## src/rtl/core/kli_pkg.sv

```systemverilog
// Shared types and constants for the keyframe interpolator.
package kli_pkg;
    localparam int unsigned KEYS_DEF = 64;

    typedef enum logic [1:0] {
        REQ_CLEAR  = 2'd0,
        REQ_INSERT = 2'd1,
        REQ_QUERY  = 2'd2,
        REQ_NONE   = 2'd3
    } t_req;

    typedef enum logic [2:0] {
        ST_OK    = 3'd0,
        ST_EMPTY = 3'd1,
        ST_FULL  = 3'd2,
        ST_DUP   = 3'd3,
        ST_SAT   = 3'd4
    } t_status;

    typedef enum logic [3:0] {
        S_IDLE, S_SRCH, S_SRCHW, S_DECIDE, S_SHIFTR, S_SHIFTW,
        S_QRD0, S_QRD1, S_DIV, S_MUL, S_ADD, S_OUT
    } t_state;

    typedef struct packed {
        logic        start;
        logic [31:0] num;
        logic [31:0] den;
    } t_div_req;

    typedef struct packed {
        logic        done;
        logic [15:0] quo;
    } t_div_rsp;
endpackage

```

## src/rtl/core/kli_div.sv

```systemverilog
// Restoring divider giving a 16-bit quotient of num * 2^16 / den, num < den.
module kli_div (
    input  logic                 i_clk,
    input  logic                 i_rst_n,
    input  kli_pkg::t_div_req    i_req,
    output kli_pkg::t_div_rsp    o_rsp
);
    import kli_pkg::*;

    logic [32:0] r_rem;
    logic [31:0] r_den;
    logic [15:0] r_quo;
    logic [4:0]  r_cnt;
    logic        r_busy;
    logic        r_done;
    logic [33:0] n_trial;

    assign n_trial = {r_rem, 1'b0} - {2'b00, r_den};

    always_ff @(posedge i_clk) begin
        if (!i_rst_n) begin
            r_busy <= 1'b0;
            r_done <= 1'b0;
        end else begin
            r_done <= 1'b0;
            if (i_req.start) begin
                r_busy <= 1'b1;
                r_rem  <= {1'b0, i_req.num};
                r_den  <= i_req.den;
                r_cnt  <= 5'd0;
            end else if (r_busy) begin
                if (!n_trial[33]) begin
                    r_rem <= n_trial[32:0];
                    r_quo <= {r_quo[14:0], 1'b1};
                end else begin
                    r_rem <= {r_rem[31:0], 1'b0};
                    r_quo <= {r_quo[14:0], 1'b0};
                end
                r_cnt <= r_cnt + 5'd1;
                if (r_cnt == 5'd15) begin
                    r_busy <= 1'b0;
                    r_done <= 1'b1;
                end
            end
        end
    end

    assign o_rsp.done = r_done;
    assign o_rsp.quo  = r_quo;
endmodule

```

## config.mk

```make
export PLATFORM = sky130hd
export DESIGN_NAME = kli_div
export DESIGN_NICKNAME = d
export VERILOG_FILES = /design/src/rtl/core/kli_pkg.sv /design/src/rtl/core/kli_div.sv
export SDC_FILE = /design/constraint.sdc
export NUM_CORES = 1
export LEC_CHECK = 0
export ABC_CLOCK_PERIOD_IN_PS = 2700
export BUFFER_PORTS_ARGS = -buffer_cell sky130_fd_sc_hd__clkbuf_2
export CAP_MARGIN = 10
export CORE_MARGIN = 1.5
export CORE_UTILIZATION = 40
export DETAILED_ROUTE_END_ITERATION = 7
export GPL_TIMING_DRIVEN = 0
export PLACE_DENSITY = 0.61
export SETUP_SLACK_MARGIN = 0.1
export SLEW_MARGIN = 20
export SYNTH_ARGS = -nofsm -noshare
export SYNTH_HDL_FRONTEND = slang
export SYNTH_SLANG_ARGS = --single-unit
```

## constraint.sdc

```tcl
create_clock -name i_clk -period 2.7 [get_ports i_clk]
set_input_delay 0.54 -clock i_clk [delete_from_list [all_inputs] [get_ports i_clk]]
set_output_delay 0.54 -clock i_clk [all_outputs]
set_load 0.005 [all_outputs]
```

Word-level counts from Yosys, hierarchy flattened:

Index checks and enable logic that the tools add are counted.

* bitwise operators: 3
* shifts and indexed selects: 0
* add/sub/neg operators: 2
* equal/unequal tests: 1
* div/mod/pow operators: 0
* reductions and logical operators: 5
* $mul: 0
* mux-type cells: 9
* order comparisons: 0

Operators with widths (number)
* $mux W33: 2
* $sub A34 B32 Y34: 1
* $mux W32: 1
* $add A5 B1 Y5 const B: 1
* $eq A5 B4 Y1 const B: 1
* $mux W1: 5
* $mux W5: 1
* $reduce_and A2 Y1: 2
* $not A1 Y1: 3
* $reduce_and A3 Y1: 1
* $reduce_or A3 Y1: 1
* $reduce_bool A2 Y1: 1

* bits in read-only memories: 0
* memories: 0
* bits in latches: 0
* memory bits (writable): 0
* register bits after elaboration: 88

Longest topological paths before layout:

Gate-level depths: netlist of run 1.

* depth after elaboration: 4
* gate-level depth with buffers: 14
* gate-level depth less buffers: 11

Worst setup path after synthesis of run 1:

OpenSTA, ideal clock, no wires.

* path type: flip-flop to flip-flop
* from: reg r_rem[9]
* to: reg r_rem[32], data pin
* arrival: 2.592 ns
* cell stages (with the launch flop): 12
* setup time: 0.262 ns
* setup slack: -0.154 ns
* data required time: 2.438 ns
* path through: edfxtp_1 ha_1 buf_2 o21ai_0 a21oi_1 nor3_1 a21oi_1 o32ai_1 o21a_1 nor4_1 nor4b_2 mux2_1

* longest elaborated chain between the ends: 3

Ends and longest elaborated chain
* from (decl): line kli_div.sv:10 `logic [32:0] r_rem;`
* from (signal assigned): line kli_div.sv:28 `r_rem <= {1'b0, i_req.num};`
* from (signal assigned): line kli_div.sv:33 `r_rem <= n_trial[32:0];`
* from (signal assigned): line kli_div.sv:36 `r_rem <= {r_rem[31:0], 1'b0};`
* $sub A34 B32 Y34: line kli_div.sv:18 `assign n_trial = {r_rem, 1'b0} - {2'b00, r_den};`
* $mux W33: line kli_div.sv:32 `if (!n_trial[33]) begin`
* $mux W33: line kli_div.sv:31 `end else if (r_busy) begin`

No other way between the ends. The select of a mux whose other input is x is not followed.
A chain may end at the register's enable or synchronous reset.

Final worst setup path of run 1:

* from: reg r_rem[17]
* to: reg r_rem[23], data pin

* longest elaborated chain between the ends: 4

Ends and longest elaborated chain
* $sub A34 B32 Y34: line kli_div.sv:18
* $mux W33: line kli_div.sv:32
* $mux W33: line kli_div.sv:31
* $mux W32: line kli_div.sv:26 `if (i_req.start) begin`

No other way between the ends. The select of a mux whose other input is x is not followed.

==> metrics.yaml, run 1 <==
maxCapViolCount: 0
finalSetupTns_ns: -9.80
yosys_register_bits: 88
worst_slack_ns: -0.376
critPathBufInv: 2
place.port_buffers: 83
drtAntennaViolNets: 0
violations: "negative setup slack"
grt_pass1_wl_mm: 20.2
pin_count: 84
hold_violations: 0
ctsHtreeMaxLevel: 3
post-route-min-period_ns: 3.08
rows: 42
setup_viol: 34
via_per_inst: 5.26
ys_types: 63
cts_sinks: 88
cp.arrival_ns: 3.18
nNetsFinal: 720
antenna_found_initial: 0
ff2ff_path_depth: 12
hold_end: "r_den[16]$_DFFE_PP_"
timing.fmax_ghz: 0.325
outcome: "finished, violations left"
dp.cells: 759
drt-total-wl_mm: 12.6
grt_pass1_vias: 4205
rsz0062_at_grt: "true"
irDropWorstVdd_mv: 0.343
ys_seq_area_frac: 0.491
final_area_um2: 6890
place.gp.congestion: 0.850
numCtsBuffers: 9
cts_tree: "built"
syn_to_final_growth_pct: 29.0
dp_hpwl_mm: 8.67
finalNonFillerCells: 799
p_leak_nw: 2.90
slowest_delay_ns: 0.44
wire_per_inst_um: 15.8
hold_path_class: "input pin to flip-flop"
synth_area_um2: 5340
power_density_nw_per_um2: 698
worstReg2RegEnd: "r_rem[23]$_DFFE_PP_"
cts_max_path_buffers: 2
clk_latency_ns: 0.35
cts_root_buf: "clkbuf_16"
drv_slew: 0
drc: 0
antennaDiodeCount: 0
max_slew_margin: 0.474
die_h_um: 119
holdPathStages: 1
synthCells: 499
path_delay_family: "compound AO/OA/AOI/OAI gates"
initial_core_util: 0.406
cp_cell_sequence: "ha_4 -> buf_8 -> nand4_1 -> o221a_4 -> o21ai_2 -> a31oi_2 -> o31ai_1 -> o21a_2 -> xor2_4 -> buf_4 -> mux2_4 -> mux2_2"
drtIter0Drc: 229
grt_start_max_net_pins: 33
min_from: "i_req[16]"
reg2reg_slack_ns: -0.38
critPathKind: "flip-flop to flip-flop"
die-width_um: 119
syn_nets: 600
synth_ff_type: "edfxtp_1"
cp_max_fo: 5
start_kind: "flip-flop"
grt_overflow: 0
coreArea_um2: 13100
cp.required_ns: 2.80
avgSynthCellArea_um2: 10.7
worst_pin_slew_ns: 0.788
reg2reg_from: "r_rem[17]$_DFFE_PP_"
synthArstFlopShare: 0
period_share: 1.14
drive_gt1_frac: 0.305
vias: 4205
clock_skew_ns: 0.00731
synth_edf_count: 86
clk_pin_slew_worst_paths_ns: 0.07
endpoint_kind: "flip-flop"
dieArea_um2: 14100
placedInstanceArea_um2: 6070
grt_use_total: 0.184
ys_warn_count: 0
power_mw: 4.81
slowest_stage: "edfxtp_1"
first_pass_iters: 5
ctsHoldBuffers: 0
[repair_timing]
item / CTS / global route
setup endpoints to repair: 34 / 66
buffers inserted: 20 / 4
pin swaps: 15 / 5
cloned: 0 / 1
gates resized for setup: 41 / 22
[metrics by stage]
stage           util  setup slack, ns  hold slack, ns
2_1_floorplan      -           -0.111           0.452
3_3_place_gp   0.459           -0.515           0.435
3_5_place_dp   0.462           -0.543           0.440
4_1_cts        0.512           -0.302           0.348
5_1_grt        0.524           -0.540           0.352
6_report       0.524           -0.376           0.359
[cells by family (layout without fill, tap and decap cells)]
group,after synthesis,after routing,share of synthesized area
fa+ha+maj,34,34,0.0811
xor+xnor,31,31,0.0522
compound gates,128,128,0.151
buf+inv,66,190,0.0590
flops,88,88,0.491
simple gates,126,126,0.116
mux,26,26,0.0494
[synth_stat cells, drive strengths merged (8+ instances only)]
library cell,n,share of area
xnor2,18,0.030
nor2,23,0.016
nand4,8,0.011
nand2,52,0.037
ha,33,0.077
edfxtp,86,0.48
o21ai,45,0.042
mux2i,23,0.043
xor2,13,0.023
a21oi,28,0.026
buf,14,0.022
a21o,14,0.020
inv,39,0.027
nand3,8,0.0075
clkbuf,13,0.0094
[per-layer routing]
layer,global-route usage,vias up,wire [µm],share of wire
met5,0,-,0,0
met4,0.0843,0,341,0.027
met3,0.0352,24,519,0.041
met2,0.296,113,5970,0.47
met1,0.239,2004,5770,0.46
li1,-,2064,-,-
[area by class of cell]
class,instances,area [µm²]
flip-flops and latches,88,2620
clock inverters,6,93.8
well taps,176,220
multi-input cells,345,2690
fillers,1205,6250
repair buffers,109,656
inverters,39,148
clock buffers,9,225
plain buffers,27,238
[where the power goes]
part | switching [mW] | total [mW] | internal (mW)
clock network | 0.557 | 1.37 | 0.812
registers | 0.0596 | 1.71 | 1.65
logic | 0.852 | 1.73 | 0.880
total | 1.47 | 4.81 | 3.34
[cells in the final DEF (no fill, tap or decap), drive strengths merged, types with 3 or more instances in the layout]
master  count
mux2        3
nand2      52
a31oi       5
inv        39
xor2       13
and3        3
clkinv      3
a221o       5
o21a        4
nand3       8
nor2b       5
a21o       14
xnor2      18
o311ai      4
and2        4
edfxtp     86
mux2i      23
nand4       8
a21boi      4
o21bai      3
a21oi      28
nor3b       5
clkbuf    105
nand2b      4
nor2       23
buf        40
nor3        6
o21ai      45
ha         33
[flip-flops by register name, summed over array words and instances (netlist names)]
register,count
r_cnt,5
r_done,1
r_busy,1
r_quo,16
r_den,32
r_rem,33
[how the worst max path moves through the flow]
stage,from,to,slack [ns],depth (start not counted)
finish,r_rem[17]$_DFFE_PP_,r_rem[23]$_DFFE_PP_,-0.38,12
global route,r_rem[14]$_DFFE_PP_,r_rem[11]$_DFFE_PP_,-0.54,13
CTS,r_rem[17]$_DFFE_PP_,r_rem[7]$_DFFE_PP_,-0.30,11
detailed placement,r_rem[9]$_DFFE_PP_,r_rem[32]$_SDFFCE_PP0P_,-0.54,11
global placement,r_rem[9]$_DFFE_PP_,r_rem[32]$_SDFFCE_PP0P_,-0.51,11
floorplan,r_rem[20]$_DFFE_PP_,r_rem[32]$_SDFFCE_PP0P_,-0.11,9
Note: power is estimated with default switching activity, not from simulation.
==> inputs of run 2 (changes only) <==
--- a/config.mk
+++ b/config.mk
@@ -12,7 +12,7 @@
 export CORE_UTILIZATION = 40
 export DETAILED_ROUTE_END_ITERATION = 7
 export GPL_TIMING_DRIVEN = 0
-export PLACE_DENSITY = 0.61
+export HOLD_SLACK_MARGIN = 0.1
 export SETUP_SLACK_MARGIN = 0.1
 export SLEW_MARGIN = 20
 export SYNTH_ARGS = -nofsm -noshare
==> run 2 against run 1 <==
  * The flow still finishes with violations (negative setup slack)
  * Power grew 0.30%
  * Core utilization grew 1.2 points
  * First-iteration DRC count grew 23%
  * Cell count grew 1.8%
  * Global-route usage grew 0.62 points
  * Die area is the same
  * Combinational power grew 9%
  * Count of clock-buffer cells in the layout is the same
  * Sequential share of layout area shrank 0.85 points
  * Clock power shrank 11%
  * Non-clock buffer count grew 13
  * Fmax shrank 1.4%
  * Critical path type unchanged
  * Largest cell class unchanged
==> metrics.yaml, run 2 (synthesis results as in run 1) <==
outcome: "finished, violations left"
violations: "negative setup slack"
ctsHtreeMaxLevel: 3  # unchanged
cp.arrival_ns: 3.23  # +0.05 ns
min_from: "i_req[3]"
seq_power_share: 0.355  # about the same
setup_viol: 34  # unchanged
grt_pass1_wl_mm: 21.1  # +4.0%
drtAntennaViolNets: 0  # unchanged
clkPwrFrac: 0.253  # -0.032
clk_latency_ns: 0.36  # about the same
via_per_inst: 5.18  # -1.6%
largest-register: "r_rem"
rows: 42  # unchanged
start_kind: "flip-flop"
rsz0062_at_grt: "true"
antenna_found_initial: 0  # unchanged
syn_to_final_growth_pct: 31.9
pin_count: 84  # unchanged
die_h_um: 119  # unchanged
drv_slew: 0  # unchanged
cts_max_path_buffers: 2  # unchanged
holdPathStages: 1  # unchanged
period_share: 1.15  # +0.0157
numCtsBuffers: 9  # unchanged
ctsHoldBuffers: 0  # unchanged
grt_overflow: 0  # unchanged
worst_pin_slew_ns: 0.776  # -0.0112 ns
hold_end: "r_den[3]$_DFFE_PP_"
nNetsFinal: 733  # +1.8%
grt_use_total: 0.190  # +0.00621
post-route-min-period_ns: 3.12  # +0.0423 ns
place.port_buffers: 83  # unchanged
cp.required_ns: 2.81  # about the same
first_pass_iters: 4  # -1
cts_sinks: 88  # unchanged
place.gp.congestion: 0.831  # -2.2%
reg2reg_slack_ns: -0.42  # -0.04 ns
intPower_mw: 3.27  # -2.1%
grt_pass1_vias: 4275  # +1.7%
coreArea_um2: 13100  # unchanged
hold_path_class: "input pin to flip-flop"
cts_root_buf: "clkbuf_16"
cp_max_fo: 8  # +3
dieArea_um2: 14100  # unchanged
maxCapViolCount: 0  # unchanged
p_sw_mw: 1.55  # +5.9%
final_cell_mix: "clkbuf_2 (87), edfxtp_1 (86), nand2_1 (50)"
p_sw_frac: 0.322  # +0.0169
clk_pin_slew_worst_paths_ns: 0.07  # about the same
clock_skew_ns: 0.00788  # +0.000565 ns
grt_start_max_net_pins: 33  # unchanged
drtIter0Drc: 282  # +23%
reg_top3: "r_rem x33, r_den x32, r_quo x16"
worstReg2RegEnd: "r_rem[23]$_DFFE_PP_"
ff2ff_path_depth: 10  # -2
die-width_um: 119  # unchanged
initial_core_util: 0.406  # unchanged
final_common_cell: "clkbuf_2"
cts_tree: "built"
irDropWorstVdd_mv: 0.373  # +8.7%
post-route-util: 0.536  # +0.0119
antennaDiodeCount: 0  # unchanged
p_leak_nw: 2.94  # +1.6%
largest_reg_flops: 33  # unchanged
power_density_nw_per_um2: 685  # -1.9%
drive_gt1_frac: 0.339  # +0.0341
hold_violations: 0  # unchanged
vias: 4210  # +0.12%
timing.fmax_ghz: 0.321  # -1.4%
max_slew_margin: 0.482  # +0.00747
critPathKind: "flip-flop to flip-flop"
worst_slack_ns: -0.418  # -0.0423 ns
wire_per_inst_um: 16.0  # +1.7%
hold_slack_ns: 0.353  # -0.00662 ns
dp_hpwl_mm: 8.71  # +0.45%
reg2reg_from: "r_rem[20]$_DFFE_PP_"
pwr-share-comb: 0.392  # +0.032
drt-total-wl_mm: 13.0  # +3.4%
endpoint_kind: "flip-flop"
drc: 0  # unchanged
==> run 2: repair_timing <==
action / 4_1_cts / 5_1_grt
pin swaps: 13 / 16
setup endpoints to repair: 34 / 66
setup buffers: 24 / 12
cloned: 0 / 2
resized for setup: 42 / 42
==> run 2: stage by stage <==
| stage | area [µm²] | setup TNS [ns] | worst slack, ns | cells | power [mW] |
|---|---|---|---|---|---|
| 3_5_place_dp | 6070 | -17.87 | -0.493 | 759 | 3.12 |
| 2_1_floorplan | 5400 | -2.73 | -0.111 | 499 | 2.80 |
| 4_1_cts | 6720 | -8.53 | -0.310 | 799 | 4.55 |
| 5_1_grt | 7040 | -15.22 | -0.499 | 813 | 5.07 |
| 6_report | 7040 | -11.81 | -0.418 | 813 | 4.83 |
| 3_3_place_gp | 6030 | -40.78 | -0.518 | 758 | 3.08 |
==> run 2: area by class of cell <==
cell class	instances	area, µm²
tap	176	220
timing repair buffer	122	790
fill	1166	6090
inverter	39	148
sequential	88	2620
multi-input combinational	345	2740
clock inverter	7	56.3
clock buffer	9	225
buffer	27	239
==> run 2: power by group through the flow <==
stage	sequential (mW)	combinational (mW)	clock, mW
CTS	1.71	1.61	1.24
global placement	1.73	1.35	0
detailed placement	1.73	1.38	0
finish	1.71	1.89	1.22
global route	1.72	2.06	1.29
floorplan	1.72	1.09	0
==> run 2: critical path, stage by stage, from the launching register on <==
cell	delay, ns
edfxtp_1	0.39
ha_1	0.31
buf_6	0.13
nand4_1	0.13
or4_4	0.50
o311ai_2	0.28
o21a_2	0.22
xor2_4	0.24
buf_6	0.13
mux2_4	0.28
mux2_4	0.26
==> run 2: routing by layer <==
layer  GRT usage  routed length (µm)  share of wire
met1       0.246                6000           0.46
met2       0.311                6270           0.48
met3      0.0405                 499          0.038
met4      0.0738                 263          0.020
met5           0                   0              0
==> run 2: worst max-delay path by stage <==
stage | start | endpoint | slack (ns) | depth (start not counted)
2_1_floorplan | r_rem[20]$_DFFE_PP_ | r_rem[32]$_SDFFCE_PP0P_ | -0.11 | 9
3_3_place_gp | r_rem[9]$_DFFE_PP_ | r_rem[32]$_SDFFCE_PP0P_ | -0.52 | 11
3_5_place_dp | r_den[1]$_DFFE_PP_ | r_rem[25]$_DFFE_PP_ | -0.49 | 13
4_1_cts | r_rem[17]$_DFFE_PP_ | r_rem[25]$_DFFE_PP_ | -0.31 | 13
5_1_grt | r_rem[20]$_DFFE_PP_ | r_rem[8]$_DFFE_PP_ | -0.50 | 11
6_report | r_rem[20]$_DFFE_PP_ | r_rem[23]$_DFFE_PP_ | -0.42 | 10
